===== src/hdl/mcr_pkg.sv =====
// Shared types and constants for the midpoint circle rasterizer.
`timescale 1ns / 1ps

package mcr_pkg;

  // Fixed field widths of the item channels
  localparam int COORD_W  = 16;
  localparam int RADIUS_W = 12;

  // Decision value is a 16-bit wrapping quantity
  localparam int DEC_W = 16;

  // Opcodes
  localparam logic OP_START = 1'b0;
  localparam logic OP_STEP  = 1'b1;

  // Decision constants: d0 = 3 - 2r, d += 4x + 6, d += 4(x - y) + 10
  localparam logic signed [DEC_W-1:0] DEC_INIT     = 16'sd3;
  localparam logic signed [DEC_W-1:0] DEC_FLAT_INC = 16'sd6;
  localparam logic signed [DEC_W-1:0] DEC_DIAG_INC = 16'sd10;
  localparam int                      DEC_SCALE_SH = 2;  // multiply by 4

  // Eight mirrored points per group
  localparam int MIRROR_N = 8;
  localparam int MIRROR_W = 3;

  typedef struct packed {
    logic                       opcode;
    logic signed [COORD_W-1:0]  center_x;
    logic signed [COORD_W-1:0]  center_y;
    logic        [RADIUS_W-1:0] radius;
  } mcr_cmd_t;

  typedef struct packed {
    logic signed [COORD_W-1:0] pixel_x;
    logic signed [COORD_W-1:0] pixel_y;
    logic                      last_of_group;
    logic                      circle_done;
  } mcr_pix_t;

endpackage


===== src/hdl/mcr_fifo.sv =====
// Small register FIFO between the front and back ends.
`timescale 1ns / 1ps

module mcr_fifo #(
  parameter int WIDTH = 59,
  parameter int DEPTH = 2
) (
  input  logic             clk,
  input  logic             rst,
  input  logic             wr_en,
  input  logic [WIDTH-1:0] wr_data,
  output logic             not_full,
  input  logic             rd_en,
  output logic [WIDTH-1:0] rd_data,
  output logic             not_empty
);

  localparam int PTR_W = (DEPTH > 1) ? $clog2(DEPTH) : 1;
  localparam int CNT_W = $clog2(DEPTH + 1);
  localparam logic [PTR_W-1:0] PTR_LAST = PTR_W'(DEPTH - 1);
  localparam logic [CNT_W-1:0] CNT_FULL = CNT_W'(DEPTH);

  logic [WIDTH-1:0] slots [DEPTH];
  logic [PTR_W-1:0] wr_ptr;
  logic [PTR_W-1:0] rd_ptr;
  logic [CNT_W-1:0] count;

  assign not_full  = (count != CNT_FULL);
  assign not_empty = (count != '0);
  assign rd_data   = slots[rd_ptr];

  always_ff @(posedge clk) begin
    if (wr_en) begin
      slots[wr_ptr] <= wr_data;
    end
  end

  always_ff @(posedge clk) begin
    if (rst) begin
      wr_ptr <= '0;
      rd_ptr <= '0;
      count  <= '0;
    end else begin
      if (wr_en) begin
        wr_ptr <= (wr_ptr == PTR_LAST) ? '0 : wr_ptr + PTR_W'(1);
      end
      if (rd_en) begin
        rd_ptr <= (rd_ptr == PTR_LAST) ? '0 : rd_ptr + PTR_W'(1);
      end
      case ({wr_en, rd_en})
        2'b10:   count <= count + CNT_W'(1);
        2'b01:   count <= count - CNT_W'(1);
        default: count <= count;
      endcase
    end
  end

  a_no_overflow: assert property (@(posedge clk) disable iff (rst)
    wr_en |-> not_full)
    else $error("fifo written while full");

  a_no_underflow: assert property (@(posedge clk) disable iff (rst)
    rd_en |-> not_empty)
    else $error("fifo read while empty");

endmodule


===== src/hdl/mcr_front.sv =====
// Front end: takes items, runs the midpoint recurrence, queues point groups.
`timescale 1ns / 1ps

module mcr_front #(
  parameter int RADIUS_BITS = 12,
  parameter int COORD_BITS  = 16
) (
  input  logic                         clk,
  input  logic                         rst,
  input  logic                         cmd_valid,
  output logic                         cmd_ready,
  input  mcr_pkg::mcr_cmd_t            cmd,
  input  logic                         q_ready,
  output logic                         q_push,
  output logic signed [COORD_BITS-1:0] q_cx,
  output logic signed [COORD_BITS-1:0] q_cy,
  output logic signed [RADIUS_BITS:0]  q_ox,
  output logic signed [RADIUS_BITS:0]  q_oy,
  output logic                         q_done
);

  localparam int OFS_W = RADIUS_BITS + 1;
  localparam int EXT_W = mcr_pkg::RADIUS_W + OFS_W;
  localparam int DW    = mcr_pkg::DEC_W;
  localparam logic [EXT_W-1:0] RMASK = (EXT_W'(1) << RADIUS_BITS) - EXT_W'(1);

  // Circle state
  logic signed [OFS_W-1:0]      ox;
  logic signed [OFS_W-1:0]      oy;
  logic signed [DW-1:0]         dec;
  logic signed [COORD_BITS-1:0] cx;
  logic signed [COORD_BITS-1:0] cy;
  logic                         active;

  logic signed [OFS_W-1:0]      ox_next;
  logic signed [OFS_W-1:0]      oy_next;
  logic signed [DW-1:0]         dec_next;
  logic signed [COORD_BITS-1:0] cx_next;
  logic signed [COORD_BITS-1:0] cy_next;
  logic                         active_next;

  logic                    accept;
  logic                    is_start;
  logic signed [OFS_W-1:0] r_start;
  logic signed [DW-1:0]    r16;
  logic signed [DW-1:0]    x4;
  logic signed [DW-1:0]    y4;
  logic signed [DW-1:0]    dec_flat;
  logic signed [DW-1:0]    dec_diag;
  logic                    dec_nonpos;
  logic signed [OFS_W-1:0] ox_step;
  logic signed [OFS_W-1:0] oy_step;
  logic                    done_step;

  assign cmd_ready = q_ready;
  assign accept    = cmd_valid && cmd_ready;
  assign is_start  = (cmd.opcode == mcr_pkg::OP_START);

  assign r_start = OFS_W'(EXT_W'(cmd.radius) & RMASK);
  assign r16     = DW'(r_start);
  assign x4      = DW'(ox) <<< mcr_pkg::DEC_SCALE_SH;
  assign y4      = DW'(oy) <<< mcr_pkg::DEC_SCALE_SH;

  assign dec_nonpos = dec[DW-1] || (dec == '0);
  assign dec_flat   = dec + x4 + mcr_pkg::DEC_FLAT_INC;
  assign dec_diag   = dec + x4 - y4 + mcr_pkg::DEC_DIAG_INC;
  assign ox_step    = ox + OFS_W'(1);
  assign oy_step    = dec_nonpos ? oy : oy - OFS_W'(1);
  assign done_step  = (ox_step > oy_step);

  always_comb begin
    ox_next     = ox;
    oy_next     = oy;
    dec_next    = dec;
    cx_next     = cx;
    cy_next     = cy;
    active_next = active;
    q_push      = 1'b0;
    q_done      = 1'b0;
    if (accept) begin
      if (is_start) begin
        ox_next     = '0;
        oy_next     = r_start;
        dec_next    = mcr_pkg::DEC_INIT - (r16 <<< 1);
        cx_next     = COORD_BITS'(cmd.center_x);
        cy_next     = COORD_BITS'(cmd.center_y);
        active_next = 1'b1;
        q_push      = 1'b1;
      end else if (active) begin
        ox_next     = ox_step;
        oy_next     = oy_step;
        dec_next    = dec_nonpos ? dec_flat : dec_diag;
        active_next = !done_step;
        q_push      = 1'b1;
        q_done      = done_step;
      end
    end
  end

  // Queued group carries the updated offsets
  assign q_cx = cx_next;
  assign q_cy = cy_next;
  assign q_ox = ox_next;
  assign q_oy = oy_next;

  always_ff @(posedge clk) begin
    if (rst) begin
      ox     <= '0;
      oy     <= '0;
      dec    <= '0;
      cx     <= '0;
      cy     <= '0;
      active <= 1'b0;
    end else begin
      ox     <= ox_next;
      oy     <= oy_next;
      dec    <= dec_next;
      cx     <= cx_next;
      cy     <= cy_next;
      active <= active_next;
    end
  end

  a_done_goes_idle: assert property (@(posedge clk) disable iff (rst)
    (accept && cmd.opcode == mcr_pkg::OP_STEP && active && done_step) |=> !active)
    else $error("circle still active after its final step");

endmodule


===== src/hdl/mcr_back.sv =====
// Back end: expands one queued group into eight mirrored points.
`timescale 1ns / 1ps

module mcr_back #(
  parameter int RADIUS_BITS = 12,
  parameter int COORD_BITS  = 16
) (
  input  logic                         clk,
  input  logic                         rst,
  input  logic                         q_valid,
  output logic                         q_pop,
  input  logic signed [COORD_BITS-1:0] q_cx,
  input  logic signed [COORD_BITS-1:0] q_cy,
  input  logic signed [RADIUS_BITS:0]  q_ox,
  input  logic signed [RADIUS_BITS:0]  q_oy,
  input  logic                         q_done,
  output logic                         pix_valid,
  input  logic                         pix_ready,
  output mcr_pkg::mcr_pix_t            pix
);

  localparam int MW = mcr_pkg::MIRROR_W;
  localparam int PW = mcr_pkg::COORD_W;
  localparam logic [MW-1:0] LAST_K = MW'(mcr_pkg::MIRROR_N - 1);

  logic [MW-1:0] k;
  logic          load;
  logic          last;
  logic          swap;
  logic          neg_a;
  logic          neg_b;

  logic signed [RADIUS_BITS:0]  off_a;
  logic signed [RADIUS_BITS:0]  off_b;
  logic signed [COORD_BITS-1:0] off_a_c;
  logic signed [COORD_BITS-1:0] off_b_c;
  logic signed [COORD_BITS-1:0] px;
  logic signed [COORD_BITS-1:0] py;

  assign load  = q_valid && (!pix_valid || pix_ready);
  assign last  = (k == LAST_K);
  assign q_pop = load && last;

  // Order: (x,y) (x,-y) (-x,-y) (-x,y) then the same with x and y swapped
  assign swap  = k[2];
  assign neg_a = k[1];
  assign neg_b = k[1] ^ k[0];

  assign off_a   = swap ? q_oy : q_ox;
  assign off_b   = swap ? q_ox : q_oy;
  assign off_a_c = COORD_BITS'(off_a);
  assign off_b_c = COORD_BITS'(off_b);
  assign px      = neg_a ? q_cx - off_a_c : q_cx + off_a_c;
  assign py      = neg_b ? q_cy - off_b_c : q_cy + off_b_c;

  always_ff @(posedge clk) begin
    if (load) begin
      pix.pixel_x       <= PW'(px);
      pix.pixel_y       <= PW'(py);
      pix.last_of_group <= last;
      pix.circle_done   <= q_done;
    end
  end

  always_ff @(posedge clk) begin
    if (rst) begin
      k         <= '0;
      pix_valid <= 1'b0;
    end else begin
      if (load) begin
        k         <= k + MW'(1);
        pix_valid <= 1'b1;
      end else if (pix_ready) begin
        pix_valid <= 1'b0;
      end
    end
  end

  a_last_tracks_count: assert property (@(posedge clk) disable iff (rst)
    load |=> (pix.last_of_group == (k == '0)))
    else $error("last_of_group out of step with point counter");

endmodule


===== src/hdl/midpoint_circle_rasterizer.sv =====
// Top level of the midpoint circle rasterizer.
// The first point of an item passes the group queue, then the back end's point output register.
// Throughput: a start or active step yields eight points, one per cycle while pix_ready
//   holds; the point output register of the back end sets that rate.
// A step while idle yields nothing; a two-group queue
//   lets the front take items while the back is still emitting.
// Reset (synchronous, rst high) clears the circle state to idle and empties the queue.
`timescale 1ns / 1ps

module midpoint_circle_rasterizer #(
  parameter int RADIUS_BITS = 12,
  parameter int COORD_BITS  = 16
) (
  input  logic              clk,
  input  logic              rst,
  input  logic              cmd_valid,
  output logic              cmd_ready,
  input  mcr_pkg::mcr_cmd_t cmd,
  output logic              pix_valid,
  input  logic              pix_ready,
  output mcr_pkg::mcr_pix_t pix
);

  // Offsets are signed and one bit wider than the radius: a zero radius steps to y = -1
  localparam int OFS_W  = RADIUS_BITS + 1;
  // Queue entry: centre x, centre y, offset x, offset y, done flag
  localparam int QW     = 2 * COORD_BITS + 2 * OFS_W + 1;
  localparam int QDEPTH = 2;

  logic                         q_push;
  logic                         q_ready;
  logic signed [COORD_BITS-1:0] f_cx;
  logic signed [COORD_BITS-1:0] f_cy;
  logic signed [OFS_W-1:0]      f_ox;
  logic signed [OFS_W-1:0]      f_oy;
  logic                         f_done;
  logic [QW-1:0]                q_wr_data;
  logic [QW-1:0]                q_rd_data;
  logic                         q_valid;
  logic                         q_pop;
  logic signed [COORD_BITS-1:0] b_cx;
  logic signed [COORD_BITS-1:0] b_cy;
  logic signed [OFS_W-1:0]      b_ox;
  logic signed [OFS_W-1:0]      b_oy;
  logic                         b_done;

  // Front: decodes start/step, advances x, y and the decision value
  mcr_front #(
    .RADIUS_BITS(RADIUS_BITS),
    .COORD_BITS (COORD_BITS)
  ) u_front (
    .clk      (clk),
    .rst      (rst),
    .cmd_valid(cmd_valid),
    .cmd_ready(cmd_ready),
    .cmd      (cmd),
    .q_ready  (q_ready),
    .q_push   (q_push),
    .q_cx     (f_cx),
    .q_cy     (f_cy),
    .q_ox     (f_ox),
    .q_oy     (f_oy),
    .q_done   (f_done)
  );

  assign q_wr_data = {f_cx, f_cy, f_ox, f_oy, f_done};

  // Group queue decouples the recurrence from point emission
  mcr_fifo #(
    .WIDTH(QW),
    .DEPTH(QDEPTH)
  ) u_fifo (
    .clk      (clk),
    .rst      (rst),
    .wr_en    (q_push),
    .wr_data  (q_wr_data),
    .not_full (q_ready),
    .rd_en    (q_pop),
    .rd_data  (q_rd_data),
    .not_empty(q_valid)
  );

  assign {b_cx, b_cy, b_ox, b_oy, b_done} = q_rd_data;

  // Back: mirrors the group into eight points, wraps them to the coordinate width
  mcr_back #(
    .RADIUS_BITS(RADIUS_BITS),
    .COORD_BITS (COORD_BITS)
  ) u_back (
    .clk      (clk),
    .rst      (rst),
    .q_valid  (q_valid),
    .q_pop    (q_pop),
    .q_cx     (b_cx),
    .q_cy     (b_cy),
    .q_ox     (b_ox),
    .q_oy     (b_oy),
    .q_done   (b_done),
    .pix_valid(pix_valid),
    .pix_ready(pix_ready),
    .pix      (pix)
  );

endmodule


===== config.mk =====
export PLATFORM = sky130hd
export DESIGN_NAME = midpoint_circle_rasterizer
export DESIGN_NICKNAME = d
export VERILOG_FILES = /design/src/hdl/mcr_pkg.sv /design/src/hdl/mcr_fifo.sv /design/src/hdl/mcr_front.sv /design/src/hdl/mcr_back.sv /design/src/hdl/midpoint_circle_rasterizer.sv
export SDC_FILE = /design/constraint.sdc
export NUM_CORES = 1
export LEC_CHECK = 0
export ABC_CLOCK_PERIOD_IN_PS = 9400
export BUFFER_PORTS_ARGS = -buffer_cell sky130_fd_sc_hd__clkbuf_2
export CORE_MARGIN = 5
export CORE_UTILIZATION = 55
export CTS_CLUSTER_DIAMETER = 40
export DETAILED_ROUTE_END_ITERATION = 16
export GPL_TIMING_DRIVEN = 0
export PLACE_DENSITY = 0.82
export SETUP_SLACK_MARGIN = 0.4
export SLEW_MARGIN = 30
export SYNTH_ARGS = -nofsm -noshare
export SYNTH_HDL_FRONTEND = slang
export SYNTH_SLANG_ARGS = --single-unit

===== constraint.sdc =====
create_clock -name clk -period 9.4 [get_ports clk]
set_clock_uncertainty 0.05 [all_clocks]
set_input_delay 0.94 -clock clk [delete_from_list [all_inputs] [get_ports clk]]
set_output_delay 0.94 -clock clk [all_outputs]
set_load 0.02 [all_outputs]

==> results list <==
- The flow ran to the end, and the final reports show no timing, DRC or antenna violations.
- Tmin final: 5.05 ns
* Final setup violation count: 0
* Clk sink count: ~240
- In this run the number of cells on the critical path is 17.
* Clock tree from TritonCTS: done
- CORE AREA: approximately 24000 um2
- After the flow finishes, the layout carries non-filler instances totaling 1810.
- Largest area contributor in the synthesized netlist: edfxtp_1
- Synth Cell Area: ~14000 um2
* Final cycle utilization of the critical path: 0.537
- After synthesis, the mean cell area works out to around 10 um2.
- The initial utilization of the core area, before any placement, comes to 0.559.
* Floorplan die area: approximately 28000 um2
- The count of final hold-check violations is 0.
- The number of setup buffers added after CTS is 0.
- Ys async rst share: 0
- Post-DR wirelength/cell: approximately 19 um
- In the routed design, unresolved DRC markers number 0.
* Seq cells post-synth: 236
* Placed Instances: between 1.5k and 2k
- Maximum VDD drop: between 150 and 200 uV
- PortBufs: 84
- Global-route wire length before repair: 54200 um
* Slew at the pin closest to its max-slew limit: approximately 1 ns
* Placed Area: roughly 15000 um2
* Remaining antenna violation count: 0
- In the routed layout, each cell is associated on average with a via count of 5.90.
- Number of buffers inserted for hold repair after clock tree synthesis: 0
- The worst setup path is captured at a register.
- In this run the most critical hold path is launched from u_front.cx[2].
- The completed layout was analyzed and its total power is between 3000 and 4000 uW.
* RePlAce Congestion: approximately 0.93
* Internal cell power: between 2000 and 2500 uW
* Fraction of final layout cells sized beyond drive strength 1: 0.145
* Endpoint of the most critical register-to-register path: u_back.pix[32]
* Max Fanout on Critical Path: 10
- Overall track demand over capacity in global routing: 0.237
- Of the total power, combinational logic draws 0.265.
* Relative contribution of sequential cells to total power: 0.368
- Bufs and invs on worst path: 6
* Most frequent cells in the layout: nand2_1, edfxtp_1, a21oi_1
- The library cell used most frequently in the layout, excluding fill and tap cells, is nand2_1.
* Final max-slew violation count: 0
- Root buffer cell: clkbuf_16
* Master of the slowest instance on the critical path: buf_1
- Clock latency reported for the late side of the worst-skew pair: approximately 0.55 ns
- Setup total negative slack on the finished layout was measured at 0 ns.
* Worst Hold Endpoint: u_front.cx[2]
- After clock tree synthesis, the clock-pin slew on the worst setup and hold paths is ~0.06 ns.
- Die width: 167 um
- Number of max-cap violations: 0
- CP cell instances: buf_6 > buf_6 > buf_2 > buf_2 > buf_1 > mux2i_1 > ha_1 > inv_1 > fa_1 > a21o_1 > a21oi_1 > o21bai_1 > a21oi_1 > o21ai_0 > a41oi_1 > mux2i_1 > o2111ai_1
- The share of the Yosys chip area taken by registers is 0.458.
- Registers take 6250 um2.
* R2r worst-path depth: 17
- Number of global-route vias before repair: about 10k
- For this design the total switching power over the nets is 1060 uW.
* Antenna diode count: 0
- Synth warnings: 0
* Count of nets after finishing: 1605
- In this design, the largest share of critical-path delay is due to buffers and inverters.
* Area of the multi-input gates: roughly 7000 um2
* Chip Height: 167 um
- In this run, CTS created clock tree buffers numbering 31.
- After legalization and detailed placement, the total HPWL measured about 25000 um.
* Number of top-level design ports: 85
- Synthesized net count: about 1.5k
- For this design the ratio of total power to cell area is roughly 220 nW/um2.
- Finished Cell Area: between 15000 and 20000 um2
* Switching power as a share of total power: 0.309
* Vias post-DR: 10.7k
* Share of the synthesized area in the top cell type: 0.335
- Setup repair after global routing left no endpoint under its margin.
- In the synthesized netlist the dominant register cell turns out to be edfxtp_1.
- Static timing analysis puts the maximum clock frequency at 0.198 GHz.
- Remaining global-route overflow: 0
* Clock network power share: 0.366
- Yosys attributes the largest share of cell area to edfxtp_1, dfxtp_1, ha_1.
* Worst hold path depth: 2
* Detailed-router iteration count before antenna repair: 5
- For this run, the slowest stage of the critical path takes approximately 0.57 ns.
* Pin count of the biggest net entering global routing: 31
* Data required time of the worst path: 9.62 ns
- In this run the tightest slew margin relative to its limit is 0.340.
- Leakage power of the design: between 0.006 and 0.007 uW
- Number of filler cells placed in the layout: roughly 1.9k
- STA puts the critical path data arrival time at 5.27 ns.
* Path category of the worst min-delay check: register to register
* Classification of the worst setup path: register to register
- Reg2reg setup slack: ~4.4 ns
- Synthesis produced approximately 1.3k cells.
- Startpoint type of the worst setup path: register
* Number of distinct standard cells referenced by the synthesized netlist: 66
- After floorplanning, the core was divided into 57 placement rows.
* Hold Worst Slack: ~0.41 ns
- The routed design has 34300 um of wire.
- Compared with the post-synthesis result, the final layout area differs by 15.2%.
- Gates resized during post-CTS repair numbered 0.
- The detailed router finished its first iteration with 896 violations.
* Initial antenna violation count: 0
- Buffer depth of the longest clock path: 3
- Number of enable-type register cells in the synthesized netlist: approximately 150
- CTS built an H-tree with a depth of 1.
==> worst min-delay path: cells and delay by family (launching register included) <==
family	cells	cell delay, ns
AO/OA/AOI/OAI	1	0.06
AND/OR/NAND/NOR	1	0.06
flip-flops	1	0.30
==> through the flow <==
| stage | setup WS, ns | utilization |
|---|---|---|
| 4_1_cts | 4.37 | 0.645 |
| 3_5_place_dp | 4.37 | 0.599 |
| 6_report | 4.35 | 0.645 |
| 5_1_grt | 3.96 | 0.645 |
| 3_3_place_gp | 2.68 | 0.593 |
| 2_1_floorplan | 4.90 | - |
==> cells by family (layout without fill, tap and decap cells) <==
family	Yosys count	count (layout)	synth area share
and+or+nand+nor	435	435	0.146
AOI/OAI and AO/OA	268	268	0.123
DFF	236	236	0.458
xor gates and xnor gates	123	123	0.0800
buffers and inverters	104	250	0.0301
adders and majority gates	94	94	0.0879
muxes	80	80	0.0745
==> synthesized netlist by cell type, types with 7 or more instances <==
library cell / number
o21ai_0: 51
nand2_1: 178
o21a_1: 12
or2_2: 7
ha_1: 91
mux4_2: 12
buf_1: 8
nand2b_1: 7
a211oi_1: 10
mux2_2: 39
nand3_1: 27
nor4_1: 10
inv_1: 55
a21oi_1: 96
xnor2_1: 84
nor2b_1: 33
dfxtp_1: 84
nor2_1: 93
and2_1: 11
nand4_1: 7
a31oi_1: 12
o22ai_1: 11
edfxtp_1: 152
clkbuf_1: 33
a21o_1: 15
and3_1: 16
mux2i_1: 28
nor3_1: 27
xor2_1: 38
==> routing by layer <==
| layer | part of all wire | routed length (um) | vias up | global-route usage |
|---|---|---|---|---|
| li1 | - | - | 5089 | - |
| met1 | 0.40 | 13700 | 5010 | 0.303 |
| met3 | 0.080 | 2760 | 90 | 0.0382 |
| met5 | 0 | 0 | - | 0 |
| met4 | 0.041 | 1420 | 0 | 0.0939 |
| met2 | 0.48 | 16400 | 485 | 0.405 |
==> how the worst max path moves through the flow <==
stage / startpoint / end / slack (ns)
after floorplan: cmd[44] / u_fifo.slots[0][0] / 4.90
after global placement: cmd[44] / u_fifo.slots[0][41] / 2.68
after detailed placement: register / u_back.pix[32] / 4.37
after CTS: register / u_back.pix[32] / 4.37
after global routing: register / u_back.pix[32] / 3.96
final: register / u_back.pix[32] / 4.35
==> power groups by stage <==
stage               clock (uW)  combinational, uW  sequential (uW)
floorplan                    0                621             1310
global placement             0                846             1280
detailed placement           0                884             1280
CTS                       1260                897             1260
global route              1310                992             1270
finish                    1250                907             1260
==> layout make-up <==
type                            count  area share
Multi-Input combinational cell   1000       0.445
Sequential cell                   236       0.397
Clock buffer                       36      0.0512
Timing Repair Buffer               89      0.0342
Tap cell                          324      0.0258
Clock inverter                     21      0.0201
Inverter                           57      0.0136
Buffer                             47      0.0126
==> flip-flops by register name, summed over array words and instances (netlist names), named ones only <==
signal            count
u_front.ox           13
u_front.active        1
u_back.pix           34
u_front.oy           13
u_fifo.slots        118
u_front.dec          16
u_front.cx           16
u_fifo.wr_ptr         1
u_fifo.count          2
u_front.cy           16
u_back.k              3
u_fifo.rd_ptr         1
u_back.pix_valid      1
(Power assumes the default switching activity.)
